## src/design/blca_pkg.sv

```systemverilog
// ----------------------------------------------------------------------------
// blca_pkg: shared types and constants for the binary lifting LCA block
// Operation codes, command format between front and back, back-end states.
// ----------------------------------------------------------------------------
package blca_pkg;

    localparam int NODE_W     = 10;   // port width of a node number
    localparam int DEPTH_W    = 10;   // port width of a node depth
    localparam int OP_W       = 2;
    localparam int RANGE_W    = 17;   // wide enough to compare against NODES
    localparam int NODES_DEF  = 1024;
    localparam int LEVELS_DEF = 11;
    localparam int CMDQ_DEPTH = 2;

    typedef enum logic [OP_W-1:0] {
        OP_LOAD  = 2'd0,
        OP_BUILD = 2'd1,
        OP_QUERY = 2'd2
    } t_op;

    // MISS: query that names a node out of range, answered not found
    typedef enum logic [1:0] {
        CMD_LOAD,
        CMD_BUILD,
        CMD_QUERY,
        CMD_MISS
    } t_cmd_kind;

    typedef struct packed {
        t_cmd_kind          kind;
        logic [NODE_W-1:0]  a;
        logic [NODE_W-1:0]  b;
        logic [NODE_W-1:0]  par;
        logic               par_pres;
        logic [DEPTH_W-1:0] dep;
    } t_cmd;

    typedef enum logic [3:0] {
        S_IDLE,
        S_BUILD,
        S_QDA,
        S_QDB,
        S_LIFT,
        S_LIFTW,
        S_CHECK,
        S_DESC,
        S_FINAL,
        S_OUT
    } t_state;

endpackage

```

## src/design/blca_cmdq.sv

```systemverilog
// ----------------------------------------------------------------------------
// blca_cmdq: command queue
// Short FIFO of classified commands between the front and the back end.
// ----------------------------------------------------------------------------
module blca_cmdq
    import blca_pkg::*;
(
    input  logic i_clk,
    input  logic i_rst_n,
    input  logic i_push,
    input  t_cmd i_cmd,
    output logic o_full,
    input  logic i_pop,
    output logic o_empty,
    output t_cmd o_cmd
);

    localparam int PW = (CMDQ_DEPTH > 1) ? $clog2(CMDQ_DEPTH) : 1;
    localparam int CW = $clog2(CMDQ_DEPTH + 1);

    t_cmd            r_mem [CMDQ_DEPTH];
    logic [PW-1:0]   r_wr_ptr, n_wr_ptr;
    logic [PW-1:0]   r_rd_ptr, n_rd_ptr;
    logic [CW-1:0]   r_count, n_count;
    logic            do_push, do_pop;

    assign o_full  = r_count == CW'(CMDQ_DEPTH);
    assign o_empty = r_count == '0;
    assign do_push = i_push && !o_full;
    assign do_pop  = i_pop && !o_empty;
    assign o_cmd   = r_mem[r_rd_ptr];

    always_comb begin
        n_wr_ptr = r_wr_ptr;
        n_rd_ptr = r_rd_ptr;
        n_count  = r_count;
        if (do_push) begin
            n_wr_ptr = (r_wr_ptr == PW'(CMDQ_DEPTH - 1)) ? '0 : r_wr_ptr + PW'(1);
        end
        if (do_pop) begin
            n_rd_ptr = (r_rd_ptr == PW'(CMDQ_DEPTH - 1)) ? '0 : r_rd_ptr + PW'(1);
        end
        if (do_push && !do_pop) begin
            n_count = r_count + CW'(1);
        end else if (do_pop && !do_push) begin
            n_count = r_count - CW'(1);
        end
    end

    always_ff @(posedge i_clk) begin
        if (!i_rst_n) begin
            r_wr_ptr <= '0;
            r_rd_ptr <= '0;
            r_count  <= '0;
        end else begin
            r_wr_ptr <= n_wr_ptr;
            r_rd_ptr <= n_rd_ptr;
            r_count  <= n_count;
        end
    end

    always_ff @(posedge i_clk) begin
        if (do_push) begin
            r_mem[r_wr_ptr] <= i_cmd;
        end
    end

endmodule

```

## config.mk

```make
export PLATFORM = sky130hd
export DESIGN_NAME = blca_cmdq
export DESIGN_NICKNAME = d
export VERILOG_FILES = /design/src/design/blca_pkg.sv /design/src/design/blca_cmdq.sv
export SDC_FILE = /design/constraint.sdc
export NUM_CORES = 1
export LEC_CHECK = 0
export ABC_CLOCK_PERIOD_IN_PS = 3000
export BUFFER_PORTS_ARGS = -buffer_cell sky130_fd_sc_hd__buf_2
export CAP_MARGIN = 5
export CORE_MARGIN = 2
export CORE_UTILIZATION = 51
export DETAILED_ROUTE_END_ITERATION = 16
export GPL_TIMING_DRIVEN = 0
export PLACE_DENSITY = 0.84
export SLEW_MARGIN = 25
export SYNTH_ARGS = -nofsm -noshare
export SYNTH_HDL_FRONTEND = slang
export SYNTH_SLANG_ARGS = --single-unit
```

## constraint.sdc

```tcl
create_clock -name i_clk -period 3 [get_ports i_clk]
set_input_delay 0.45 -clock i_clk [delete_from_list [all_inputs] [get_ports i_clk]]
set_output_delay 0.45 -clock i_clk [all_outputs]
set_load 0.02 [all_outputs]
```

# Yosys cells after proc, flatten, opt, wreduce, memory -nomap -nowiden
# Memories as Yosys holds them, arrays and structs flattened. A register that Yosys moved wholly into a read port is not among the register bits.
# Index checks and enable logic that the tools add are counted.
dict set report totals {
  ff_bits 4
  mem_bits_rw 86
  in_bits 47
  word_cells 27
  memories 1
}
# name words width read_ports rd_ports_with_merged_regs wr line_no
set mem_list {}
lappend mem_list {r_mem 2 43 1 1 1 blca_cmdq.sv:21} ;# t_cmd r_mem [CMDQ_DEPTH];
dict set report op_classes {
  add_sub_neg 4
  n_eq_ne 1
  muxes 8
  reduce_logical 10
}
# cell n
set op_table {}
lappend op_table {{$mux 1} 6}
lappend op_table {{$logic_and 1x1->1} 4}
lappend op_table {{$logic_not 1->1} 4}
lappend op_table {{$mux 2} 2}
lappend op_table {{$add 1x1->1 const B} 2}
lappend op_table {{$add 2x1->2 const B} 1}
lappend op_table {{$eq 2x2->1 const B} 1}
lappend op_table {{$logic_not 2->1} 1}
lappend op_table {{$reduce_bool 2->1} 1}
lappend op_table {{$sub 2x1->2 const B} 1}

# Longest topological paths before layout
dict set report logic_depth {
  ltp_word 7
  ltp_mapped 7
  depth_no_buf 7
}

# Least setup slack after synthesis
# OpenSTA, ideal clock, no wires.
dict set report synth_timing {
  path_kind {reg2reg}
  startpoint {reg r_count[0]}
  endpoint {mem r_mem[0][0] (netlist name) (enable)}
  arrival_time_ns 2.332
  required_time_ns 2.562
  setup_slack_ns 0.230
  stages_incl_launch_ff 4
  cell_sequence {dfxtp_1 > nand2b_1 > inv_2 > nor3_2}
}
dict set report synth_via {
  elab_chain_cells 5
}
# item line_no
set synth_lines {}
lappend synth_lines {{start, declared} blca_cmdq.sv:24} ;# logic [CW-1:0] r_count, n_count;
lappend synth_lines {{start signal, assigned} blca_cmdq.sv:58} ;# r_count <= n_count;
lappend synth_lines {{$eq 2x2->1} blca_cmdq.sv:27} ;# assign o_full = r_count == CW'(CMDQ_DEPTH);
lappend synth_lines {{named net o_full} blca_cmdq.sv:12} ;# output logic o_full,
lappend synth_lines {{$logic_not 1->1} blca_cmdq.sv:29} ;# assign do_push = i_push && !o_full;
lappend synth_lines {{$logic_and 1x1->1} blca_cmdq.sv:29}
lappend synth_lines {{$mux 1} blca_cmdq.sv:63} ;# if (do_push) begin
lappend synth_lines {{$mux 1 (not written as such)} blca_cmdq.sv:64} ;# r_mem[r_wr_ptr] <= i_cmd;
lappend synth_lines {{end, declared} blca_cmdq.sv:21}
# The timed path passes the listed nets, and every way through them passes these cells.

==> results.json <==
{
  "status": "complete, no violations",
  "slew_viol_final": 0,
  "vias": 1749,
  "power_w": 0.00363,
  "clock_tree.root_cell": "clkbuf_8",
  "ir_worst_vdd_mv": 0.600,
  "gp_congestion": 0.674,
  "cts_resized": 0,
  "grt_max_degree": 23,
  "synth-seq-cells": 91,
  "syn_inst": 159,
  "insertion_delay_ns": 0.34,
  "power_leakage_nw": 1.59,
  "synth_nets": 207,
  "hpwl_um": 4040,
  "fin_nets": 313,
  "viasPerCell": 5.04,
  "wl_per_cell_um": 17.2,
  "start_kind": "flip-flop",
  "synth.distinct_cells": 21,
  "hold_path_class": "in -> reg",
  "io_pins": 92,
  "fin_hold_ws_ns": 0.292,
  "grt_pass1_wl_um": 8980,
  "die_area_um2": 7200,
  "wl_um": 5970,
  "max_freq_mhz": 494,
  "crit_type": "reg -> out",
  "initial_core_util": 0.525,
  "finalCritPeriodShare": 0.674,
  "syn2layout_area_growth_pct": 25.4,
  "rows": 29,
  "cp-end-kind": "primary output",
  "p_per_area_nw_per_um2": 868,
  "cts_sinks": 91,
  "post_synth.cell_area_avg_um2": 21.0,
  "hold_viol": 0,
  "fp.coreArea_um2": 6350,
  "yosysWarnings": 0,
  "rsz0062_at_grt": "false",
  "fin_crit_ns": 2.02,
  "finalSetupViolations": 0,
  "clockBufferDepth": 2,
  "drc_errors": 0,
  "syn-cell-area_um2": 3340,
  "cp_max_fo": 10,
  "drt_pass1_iterations": 4,
  "cts_buffers": 9,
  "htree_num_levels": 3,
  "grt-ovfl-total": 0,
  "clkTransAtPathRegs_ns": 0.09,
  "grt_use_total": 0.167,
  "grt_pass1_vias": 1833,
  "cp.required_ns": 2.55,
  "yosysSeqAreaShare": 0.804,
  "cts_setup_buffers": 0,
  "maxSlewHeadroom": 0.596,
  "num_antenna_cells": 0,
  "die_y_um": 84.9,
  "timing.max_cap.violations": 0,
  "crit_arrival_ns": 1.57,
  "antenna_found_initial": 0,
  "drtAntennaViolNets": 0,
  "cts_hold_buf": 0,
  "cts_tree": "built",
  "fin_skew_ns": 0.0105,
  "first_iter_violations": 72,
  "rrSetupSlack_ns": 1.12,
  "die_w_um": 84.9,
  "io_buffers": 91,
  "worstMarginPinSlew_ns": 0.603,
  "layout-drive-gt1-share": 0.593
}
layer usage:
metal,wire (µm),up-vias,GRT usage
met5,0,-,0
met4,161,0,0.0880
met3,229,13,0.0321
met2,3160,49,0.286
met1,2420,856,0.200
li1,-,831,-
synthesized netlist by cell type (all sizes together):
cell type   n  area, µm²
mux2       43        484
edfxtp     86       2580
inv         2       7.50
o21a        1       7.51
nand2b      1       6.26
and3        1       6.26
o21ai       2       10.0
buf         5       35.0
nor3        1       10.0
or3         1       6.26
xor2        1       8.76
a21boi      2       15.0
ha          1       12.5
and2        3       18.8
nor2        2       7.51
dfxtp       5        100
xnor2       2       17.5
layout make-up:
cell class | count | area, µm²
timing repair buffer | 95 | 528
clock buffer | 9 | 124
multi-input combinational | 61 | 618
sequential | 91 | 2680
buffer | 5 | 35.0
tap | 77 | 96.3
inverter | 2 | 7.51
fill | 445 | 2170
clock inverter | 7 | 92.6
path summary, 6_finish.rpt:
kind | depth (start not counted) | to | from
max | 4 | o_cmd[6] | flip-flop
min | 1 | r_mem[0][11]$_DFFE_PP_ | i_cmd[11]
max reg2reg | 5 | r_mem[0][38]$_DFFE_PP_ | r_count[0]$_SDFFE_PN0P_
min reg2reg | 2 | r_count[1]$_SDFFE_PN0P_ | r_count[1]$_SDFFE_PN0P_
cells in the final DEF (no fill, tap or decap), types with 2 or more instances in the layout:
cell type | Yosys | layout
buf_2 | 1 | 92
edfxtp_1 | 86 | 86
mux2_2 | 43 | 43
clkbuf_8 | 0 | 9
dfxtp_1 | 5 | 5
buf_4 | 4 | 4
and2_1 | 3 | 3
buf_8 | 0 | 3
nor2_1 | 2 | 2
xnor2_1 | 2 | 2
clkinv_4 | 0 | 2
clkinv_1 | 0 | 2
bufinv_16 | 0 | 2
per-stage QoR:
| stage | cells | utilization | setup TNS, ns | setup slack, ns | area (µm²) |
|---|---|---|---|---|---|
| detailed placement | 331 | 0.625 | 0 | 1.10 | 3970 |
| global placement | 327 | 0.612 | -28.72 | -0.657 | 3890 |
| global route | 347 | 0.659 | 0 | 0.866 | 4180 |
| finish | 347 | 0.659 | 0 | 0.977 | 4180 |
| floorplan | 159 | - | 0 | 0.230 | 3340 |
| CTS | 347 | 0.659 | 0 | 0.935 | 4180 |
worst max-delay path: stages, from the launching register on:
cell	delay (ns)
dfxtp_1	0.32
buf_2	0.19
buf_4	0.22
mux2_2	0.35
buf_2	0.16
registers in the layout, indices dropped and copies added (netlist names), named ones only:
name	flops
r_mem	86
r_count	2
r_rd_ptr	1
r_wr_ptr	1
report_power, final:
| part | total, W | switching [W] | internal (W) | leakage, nW |
|---|---|---|---|---|
| registers | 0.00165 | 0.0000560 | 0.00159 | 0.844 |
| logic | 0.00110 | 0.000630 | 0.000467 | 0.637 |
| clock network | 0.000883 | 0.000416 | 0.000467 | 0.104 |
| total | 0.00363 | 0.00110 | 0.00253 | 1.59 |
kinds of logic after synthesis:
logic type,Yosys count,share of synthesized area
xor gates and xnor gates,3,0.00788
and+or+nand+nor,9,0.0165
DFF,91,0.804
adders and majority gates,1,0.00375
buffers and inverters,7,0.0127
AOI/OAI and AO/OA,5,0.00975
muxes,43,0.145
No activity file was read; power rests on OpenSTA's default activity.
