===== src/design/blca_pkg.sv =====
// ----------------------------------------------------------------------------
// blca_pkg: shared types and constants for the binary lifting LCA block
// Operation codes, command format between front and back, back-end states.
// ----------------------------------------------------------------------------
package blca_pkg;

    localparam int NODE_W     = 10;   // port width of a node number
    localparam int DEPTH_W    = 10;   // port width of a node depth
    localparam int OP_W       = 2;
    localparam int RANGE_W    = 17;   // wide enough to compare against NODES
    localparam int NODES_DEF  = 1024;
    localparam int LEVELS_DEF = 11;
    localparam int CMDQ_DEPTH = 2;

    typedef enum logic [OP_W-1:0] {
        OP_LOAD  = 2'd0,
        OP_BUILD = 2'd1,
        OP_QUERY = 2'd2
    } t_op;

    // MISS: query that names a node out of range, answered not found
    typedef enum logic [1:0] {
        CMD_LOAD,
        CMD_BUILD,
        CMD_QUERY,
        CMD_MISS
    } t_cmd_kind;

    typedef struct packed {
        t_cmd_kind          kind;
        logic [NODE_W-1:0]  a;
        logic [NODE_W-1:0]  b;
        logic [NODE_W-1:0]  par;
        logic               par_pres;
        logic [DEPTH_W-1:0] dep;
    } t_cmd;

    typedef enum logic [3:0] {
        S_IDLE,
        S_BUILD,
        S_QDA,
        S_QDB,
        S_LIFT,
        S_LIFTW,
        S_CHECK,
        S_DESC,
        S_FINAL,
        S_OUT
    } t_state;

endpackage


===== src/design/blca_front.sv =====
// ----------------------------------------------------------------------------
// blca_front: input stage
// Accepts transactions, range-checks nodes, drops unused ops and out-of-range
// loads and registers one classified command for the command queue.
// ----------------------------------------------------------------------------
module blca_front
    import blca_pkg::*;
#(
    parameter int NODES = NODES_DEF
) (
    input  logic               i_clk,
    input  logic               i_rst_n,
    input  logic               i_valid,
    output logic               o_ready,
    input  logic [OP_W-1:0]    i_operation,
    input  logic [NODE_W-1:0]  i_node_a,
    input  logic [NODE_W-1:0]  i_node_b,
    input  logic [NODE_W-1:0]  i_parent_node,
    input  logic               i_is_root,
    input  logic [DEPTH_W-1:0] i_node_depth,
    output logic               o_push,
    output t_cmd               o_cmd,
    input  logic               i_full
);

    logic r_valid, n_valid;
    t_cmd r_cmd, n_cmd;
    logic keep;
    logic a_ok, b_ok, par_ok;
    logic accept;

    assign a_ok   = RANGE_W'(i_node_a) < RANGE_W'(NODES);
    assign b_ok   = RANGE_W'(i_node_b) < RANGE_W'(NODES);
    assign par_ok = RANGE_W'(i_parent_node) < RANGE_W'(NODES);

    always_comb begin
        keep           = 1'b0;
        n_cmd.kind     = CMD_LOAD;
        n_cmd.a        = i_node_a;
        n_cmd.b        = i_node_b;
        n_cmd.par      = i_parent_node;
        n_cmd.par_pres = !i_is_root && par_ok;
        n_cmd.dep      = i_node_depth;
        case (t_op'(i_operation))
            OP_LOAD: begin
                keep       = a_ok;
                n_cmd.kind = CMD_LOAD;
            end
            OP_BUILD: begin
                keep       = 1'b1;
                n_cmd.kind = CMD_BUILD;
            end
            OP_QUERY: begin
                keep       = 1'b1;
                n_cmd.kind = (a_ok && b_ok) ? CMD_QUERY : CMD_MISS;
            end
            default: begin
                keep = 1'b0;
            end
        endcase
    end

    assign o_push  = r_valid && !i_full;
    assign o_ready = !r_valid || !i_full;
    assign accept  = i_valid && o_ready;
    assign o_cmd   = r_cmd;

    always_comb begin
        n_valid = r_valid;
        if (o_push) begin
            n_valid = 1'b0;
        end
        if (accept && keep) begin
            n_valid = 1'b1;
        end
    end

    always_ff @(posedge i_clk) begin
        if (!i_rst_n) begin
            r_valid <= 1'b0;
        end else begin
            r_valid <= n_valid;
        end
    end

    always_ff @(posedge i_clk) begin
        if (accept && keep) begin
            r_cmd <= n_cmd;
        end
    end

endmodule


===== config.mk =====
export PLATFORM = sky130hd
export DESIGN_NAME = blca_front
export DESIGN_NICKNAME = d
export VERILOG_FILES = /design/src/design/blca_pkg.sv /design/src/design/blca_front.sv
export SDC_FILE = /design/constraint.sdc
export NUM_CORES = 1
export LEC_CHECK = 0
export BUFFER_PORTS_ARGS = -buffer_cell sky130_fd_sc_hd__buf_4
export CORE_MARGIN = 2
export CORE_UTILIZATION = 40
export CTS_BUF_LIST = sky130_fd_sc_hd__clkbuf_8 sky130_fd_sc_hd__clkbuf_16
export DETAILED_ROUTE_END_ITERATION = 8
export PLACE_DENSITY = 0.79
export REMOVE_ABC_BUFFERS = 1
export SETUP_SLACK_MARGIN = 0.4
export SLEW_MARGIN = 10
export SYNTH_ARGS = -nofsm -noshare
export SYNTH_HDL_FRONTEND = slang
export SYNTH_SLANG_ARGS = --single-unit

===== constraint.sdc =====
create_clock -name i_clk -period 2.6 [get_ports i_clk]
set_input_delay 0.26 -clock i_clk [delete_from_list [all_inputs] [get_ports i_clk]]
set_output_delay 0.26 -clock i_clk [all_outputs]
set_load 0.02 [all_outputs]

* Word level (Yosys, flattened, before mapping)
Index checks and enable logic that the tools add are counted.
** Word-level totals
- Bits in read-only memories :: 0
- Output and inout bits :: 45
- Word-level logic and storage cells :: 23
- Bits in registers :: 44
- Memory bits (writable) :: 0
- Memories :: 0
- Latch bits :: 0
- Bits of input ports :: 47
** Cells by class
- Order comparisons :: 0
- Reduce and logical (&&, ||, !) cells :: 10
- Add/subtract/negate cells :: 0
- Multipliers :: 0
- Shift operators :: 0
- Muxes and demuxes :: 4
- Equal/unequal tests :: 2
- Divide/modulo/power cells :: 0
- Bitwise logic cells :: 0
** Operators by type and width (count)
- $pmux W2 S2 :: 1
- $logic_and A1 B1 Y1 :: 3
- $logic_not A1 Y1 :: 3
- $mux W1 :: 3
- $reduce_or A3 Y1 :: 1
- $eq A2 B1 Y1 const B :: 1
- $eq A2 B2 Y1 const B :: 1
- $logic_not A2 Y1 :: 1
- $reduce_bool A2 Y1 :: 1
- $logic_or A1 B1 Y1 :: 1

* Depth between registers and ports, before layout
Gate-level depths: netlist of run 1.
- Depth after elaboration :: 5
- Mapped depth :: 2
- Mapped depth without buffers :: 2

* Least setup slack after synthesis of run 1
OpenSTA, ideal clock, no wires.
- Kind :: register -> register
- From :: register r_valid
- To :: register r_cmd, in the netlist o_cmd[0], enable pin
- Data required time :: 2195 ps
- Clock period less this slack :: 2000 ps
- Data arrival time :: 1595 ps
- Library setup time :: 405 ps
- Slack :: 600 ps
- Path buffers :: 0
- Stages on the path, launching flop included :: 3
- Path through :: dfxtp_1 -> nand2_1 -> and3_1
** Between the ends
- Longest elaborated chain between the ends :: 4
** RTL lines
- start: declaration :: line blca_front.sv:26 : logic r_valid, n_valid;
- start signal: assignment :: line blca_front.sv:82 : r_valid <= n_valid;
- $logic_not A1 Y1 :: line blca_front.sv:64 : assign o_ready = !r_valid || !i_full;
- $logic_or A1 B1 Y1 :: line blca_front.sv:64
- via o_ready :: line blca_front.sv:14 : output logic o_ready,
- $logic_and A1 B1 Y1 :: line blca_front.sv:65 : assign accept = i_valid && o_ready;
- $logic_and A1 B1 Y1 :: line blca_front.sv:87 : if (accept && keep) begin
- end signal: assignment :: line blca_front.sv:88 : r_cmd <= n_cmd;
- end: declaration :: line blca_front.sv:27 : t_cmd r_cmd, n_cmd;
The timed path passes the listed nets, and every way through them passes these cells.
A chain may end at the register's enable or synchronous reset.

* Worst setup path after layout of run 1
- From :: register r_valid
- To :: register r_cmd, in the netlist o_cmd[14], enable pin
** Between the ends
- Longest elaborated chain between the ends :: 4
** RTL lines (line)
- $logic_not A1 Y1 :: blca_front.sv:64
- $logic_or A1 B1 Y1 :: blca_front.sv:64
- $logic_and A1 B1 Y1 :: blca_front.sv:65
- $logic_and A1 B1 Y1 :: blca_front.sv:87
No other way between the ends.

==> summary.txt, run 1 <==
Critical path
  • CP required: 2.59 ns
  • CP Data Arrival Time: 1.42 ns
  • Reg2reg setup slack: 1.17 ns
  • Setup Crit Path Kind: flop to flop
  • Crit path launch: r_valid$_SDFFE_PN0P_
  • Peak fanout along the critical path: 28
  • Crit path cell chain: nand2_1 -> and3_2 -> buf_12
  • R2R Path Start: r_valid$_SDFFE_PN0P_
  • Critical path launch point type: flop
  • Critical-path top delay cell: and3_2
  • Slowest cell delay on critical path: 0.45 ns
  • Endpoint kind of the worst setup timing path: flop

Global route
  • GRT Util Overall: 0.1440
  • Initial antenna violation count: 0
  • First-pass GRT wire length: 4091 um
  • Gr ovfl total: 0
  • Vias in the first global route: 871
  • Largest net degree at the start of global routing: 29

STA
  • Post-route setup slack: 1.168 ns
  • Setup TNS: 0 ns
  • Maximum clock rate: 698.2 MHz
  • Fin. max-slew vios: 0
  • Hold Vio Cnt, Final: 0
  • Clk_skew: 0.007177 ns
  • Fin crit share: 0.5509
  • Least-Margin Pin Slew: 0.3915 ns
  • Slew margin rel.: 0.7390
  • Final min period: 1.432 ns
  • RSZ-0062 raised after global routing: no
  • # setup viols final: 0

Logic synthesis
  • Synthesized flop and latch total: 44
  • Seq/Total Area, Yosys: 0.9615
  • Synthesized cell area: 1364 um^2
  • Ys Warns: 0
  • Post-synthesis cell count: 53
  • Synthesized area per cell: 25.73 um^2
  • Post-synth cell types: 8

Power and ir drop
  • Switch share: 0.2118
  • Pwr/cell area: 685.5 nW/um^2
  • Maximum vdd drop: 0.4194 mV
  • Logic pwr share: 0.126
  • Internal power: 1.209 mW
  • Share of total power in the clock network: 0.327
  • Sequential share of power: 0.547
  • Static Leak: 0.9504 nW
  • Switch Pwr: 0.3247 mW

CTS
  • Root Buffer: clkbuf_8
  • Setup bufs post-CTS: 0
  • Clk sinks: 44
  • CTS Buf Count: 5
  • CTS tree: built
  • Clock Path Buffers: 2
  • Htree depth: 2
  • Hold buffers post-CTS: 0
  • Clock transition at path regs: 0.08 ns
  • Worst skew pair latency: 0.29 ns
  • Resize count post-CTS: 0

Cells and area
  • Reg area: 1311 um^2
  • Share of layout cells above drive strength 1: 0.6601
  • Fillers: 263
  • Inserted Diodes: 0
  • Commonest non-fill, non-tap cells in the layout: 91 x buf_4, 43 x edfxtp_1, 5 x clkbuf_8
  • Post-Route Utilization: 0.6757
  • Multi-input logic area: 50.05 um^2
  • P&R area growth vs syn: 64.04%
  • Layout net count: 199
  • Commonest non-fill, non-tap cell in the layout: buf_4

Placed design
  • Place WS: 1.120 ns
  • Placer Congestion: 0.7126
  • Port bufs: 91

Routing
  • Vias per inst: 4.382
  • First-pass DRT Iterations: 3
  • DRT iter0 DRCs: 17
  • Wire per inst: 13.95 um
  • Wl on met1: 928 um
  • Met2 wire length: 1403 um
  • DR vias: 872
  • WL final: 2777 um
  • Antenna viol nets, final: 0
  • Metal3 WL: 399 um
  • Drt drc: 0
  • Highest metal used: met4

Floorplan
  • IO Count: 92
  • Die Span X: 62.39 um
  • Row cnt: 21
  • Die Y: 62.39 um
  • Starting Density: 0.4119
  • Area of the core: 3311 um^2
  • Die area: 3893 um^2

Outcome
  • Outcome: complete, no violations

Worst hold path
  • Min-Delay Startpoint: i_node_depth[2]
  • Hold Path Class: input port to flop

Job
  • Max Cap Viol: 0
cells in the mapped netlist:
cell / count / area (um^2)
and2b_1: 1 / 7.510
and3_1: 2 / 12.51
a31o_1: 1 / 8.760
nor2b_1: 2 / 12.51
inv_1: 1 / 3.750
dfxtp_1: 1 / 20.02
nand2_1: 2 / 7.510
edfxtp_1: 43 / 1291
metrics by stage:
stage	total power [mW]	area, um^2	hold WS [ns]	instances
floorplan	0.9267	1364	0.3589	53
global placement	1.044	2126	0.4381	191
detailed placement	1.050	2126	0.4393	191
CTS	1.541	2237	0.1357	199
global route	1.585	2237	0.1256	199
finish	1.534	2237	0.1415	199
area by class of cell:
| class | instances | share of cell area |
|---|---|---|
| multi-input combinational | 8 | 0.02237 |
| inverter | 1 | 0.001678 |
| clock buffer | 5 | 0.03076 |
| timing repair buffer | 92 | 0.3143 |
| sequential | 44 | 0.5861 |
| tap | 46 | 0.02573 |
| clock inverter | 3 | 0.01902 |
final timing paths:
| check | to | depth (start not counted) |
|---|---|---|
| setup / recovery | o_cmd[14]$_DFFE_PP_ | 3 |
| hold / removal | o_cmd[2]$_DFFE_PP_ | 1 |
| setup reg to reg | o_cmd[14]$_DFFE_PP_ | 3 |
| hold reg to reg | r_valid$_SDFFE_PN0P_ | 2 |
power groups by stage:
stage	sequential [mW]	clock [mW]	combinational, mW
floorplan	0.907	0	0.0199
global placement	0.854	0	0.191
detailed placement	0.856	0	0.195
CTS	0.840	0.506	0.195
global route	0.843	0.538	0.204
finish	0.839	0.501	0.193
flip-flops by register name (all words and copies together), names as in the netlist:
name,flops
o_cmd,43
r_valid,1
metal layers:
layer	vias to the layer above	GRT usage
met5	-	0
met4	0	0.06944
met3	4	0.09550
met2	60	0.2337
met1	406	0.1416
li1	402	-
cells by family (layout without fill, tap and decap cells):
| group | count (synthesis) | after routing | share of synthesized area |
|---|---|---|---|
| compound gates | 1 | 1 | 0.006423 |
| flops | 44 | 44 | 0.9615 |
| simple gates | 7 | 7 | 0.02936 |
| buf+inv | 1 | 101 | 0.002750 |
critical path, delay by kind of cell, from the launching register on:
kind / cells / cell delay [ns]
buffers and inverters: 1 / 0.24
AND/OR/NAND/NOR: 2 / 0.54
flip-flops: 1 / 0.33
Note: power is estimated with default switching activity, not from simulation.
==> run 2, diff against run 1 <==
CORE_UTILIZATION = 36   (was 40)
PLACE_DENSITY = 0.76   (was 0.79)
clock period = 1.2 ns   (was 2.6 ns; I/O delays follow)
==> summary.txt, run 2 (synthesized netlist as in run 1, its figures left out) <==
Cells and area
  • Commonest non-fill, non-tap cell in the layout: buf_4
  • Inserted Diodes: 0
  • Layout net count: 242
  • Share of layout cells above drive strength 1: 0.5408
  • Fillers: 201
  • Max reg flops: 43
  • Multi-input logic area: 56.30 um^2
  • Commonest non-fill, non-tap cells in the layout: 48 x buf_4, 45 x buf_6, 43 x edfxtp_1
  • P&R area growth vs syn: 109.8%
  • Reg area: 1313 um^2

CTS
  • Clock Path Buffers: 2
  • Clock transition at path regs: 0.09 ns
  • Htree depth: 2
  • Root Buffer: clkbuf_8
  • CTS Buf Count: 5
  • CTS tree: built
  • Worst skew pair latency: 0.30 ns
  • Clk sinks: 44

STA
  • Hold Vio Cnt, Final: 0
  • Clk_skew: 0.01340 ns
  • Slew margin rel.: 0.8990
  • RSZ-0062 raised after global routing: yes
  • Maximum clock rate: 867.6 MHz
  • Final min period: 1.153 ns
  • # setup viols final: 0
  • Setup TNS: 0 ns
  • Least-Margin Pin Slew: 0.1512 ns
  • Fin crit share: 0.9605
  • Post-route setup slack: 0.04740 ns
  • Fin. max-slew vios: 0

Routing
  • Wire per inst: 17.09 um
  • DR vias: 1083
  • DRT iter0 DRCs: 40
  • Antenna viol nets, final: 0
  • Vias per inst: 4.439
  • First-pass DRT Iterations: 6
  • Drt drc: 0
  • WL final: 4171 um

Power and ir drop
  • Power Total: 3.649 mW
  • Static Leak: 1.199 nW
  • Pwr/cell area: 1275 nW/um^2
  • Maximum vdd drop: 1.010 mV

Global route
  • Gr ovfl total: 0
  • Vias in the first global route: 1154
  • Initial antenna violation count: 0
  • Largest net degree at the start of global routing: 20
  • First-pass GRT wire length: 5809 um
  • GRT Util Overall: 0.1973

Critical path
  • Peak fanout along the critical path: 19
  • Critical path launch point type: flop
  • Setup Crit Path Kind: flop to flop
  • Endpoint kind of the worst setup timing path: flop
  • Critical-path top delay cell: dfxtp_2
  • CP required: 1.21 ns
  • Crit path cell chain: nand2_2 -> and3_4 -> buf_12
  • Slowest cell delay on critical path: 0.35 ns
  • CP Data Arrival Time: 1.16 ns

Floorplan
  • IO Count: 92
  • Starting Density: 0.3725
  • Row cnt: 22
  • Die area: 4297 um^2
  • Die Span X: 65.55 um
  • Die Y: 65.55 um
  • Area of the core: 3661 um^2

Outcome
  • Outcome: complete, no violations

Placed design
  • Placer Congestion: 0.6764
  • Place WS: 0.07246 ns
  • Post-DP HPWL: 2130 um
  • Port bufs: 91

Worst hold path
  • Hold Path Class: input port to flop

Job
  • Max Cap Viol: 0
## run 2: cell count changes in the layout (fill, tap and decap cells not counted), sizes merged
cell	previous run	this run
dlygate4sd3	0	40
buf	92	95
clkbuf	5	6
clkinvlp	1	0
## run 2: repair_timing
| item | CTS | global route |
|---|---|---|
| setup endpoints to repair | 88 | 89 |
| hold buffers | 32 | 8 |
| buffers inserted | 0 | 1 |
| hold endpoints to repair | 32 | 8 |
| resized for setup | 44 | 4 |
## run 2: layout make-up
| cell class | count | share of cell area |
|---|---|---|
| clock buffers | 6 | 0.02886 |
| clock inverters | 2 | 0.01355 |
| inverters | 1 | 0.001312 |
| multi-input cells | 8 | 0.01968 |
| flip-flops and latches | 44 | 0.4587 |
| well taps | 48 | 0.02099 |
| repair buffers | 135 | 0.4569 |
## run 2: path summary, 6_finish.rpt
kind,to,startpoint,slack (ns),cells past startpoint
worst max-delay path,o_cmd[35]$_DFFE_PP_,r_valid$_SDFFE_PN0P_,0.05,3
worst min-delay path,o_cmd[10]$_DFFE_PP_,i_is_root,0.07,2
worst max register to register,o_cmd[35]$_DFFE_PP_,r_valid$_SDFFE_PN0P_,0.05,3
worst min register to register,r_valid$_SDFFE_PN0P_,r_valid$_SDFFE_PN0P_,0.70,2
## run 2: through the flow
stage               instance area [um^2]  hold WS, ns    util  std cells
floorplan                           1364       0.2189       -         53
global placement                    2156       0.2980  0.5889        195
detailed placement                  2156       0.2993  0.5889        195
finish                              2861      0.06859  0.7816        244
global route                        2861      0.06418  0.7816        244
CTS                                 2759    0.0006710  0.7536        235
## run 2: metal layers
metal	share of wire	GRT usage	vias to the layer above
met4	0.020	0.08854	0
met5	0	0	-
met2	0.48	0.3253	87
li1	-	-	493
met1	0.37	0.2088	495
met3	0.12	0.1045	8
## run 2: critical path: cells and delay by family (launching register included)
kind	cells	cell delay (ns)
flops	1	0.35
simple gates	2	0.33
buf+inv	1	0.17
## run 2: power breakdown
| group | total (mW) | switching (mW) | internal (mW) |
|---|---|---|---|
| registers | 1.84 | 0.0465 | 1.80 |
| clock network | 1.19 | 0.513 | 0.681 |
| logic | 0.613 | 0.250 | 0.362 |
| total | 3.65 | 0.810 | 2.84 |
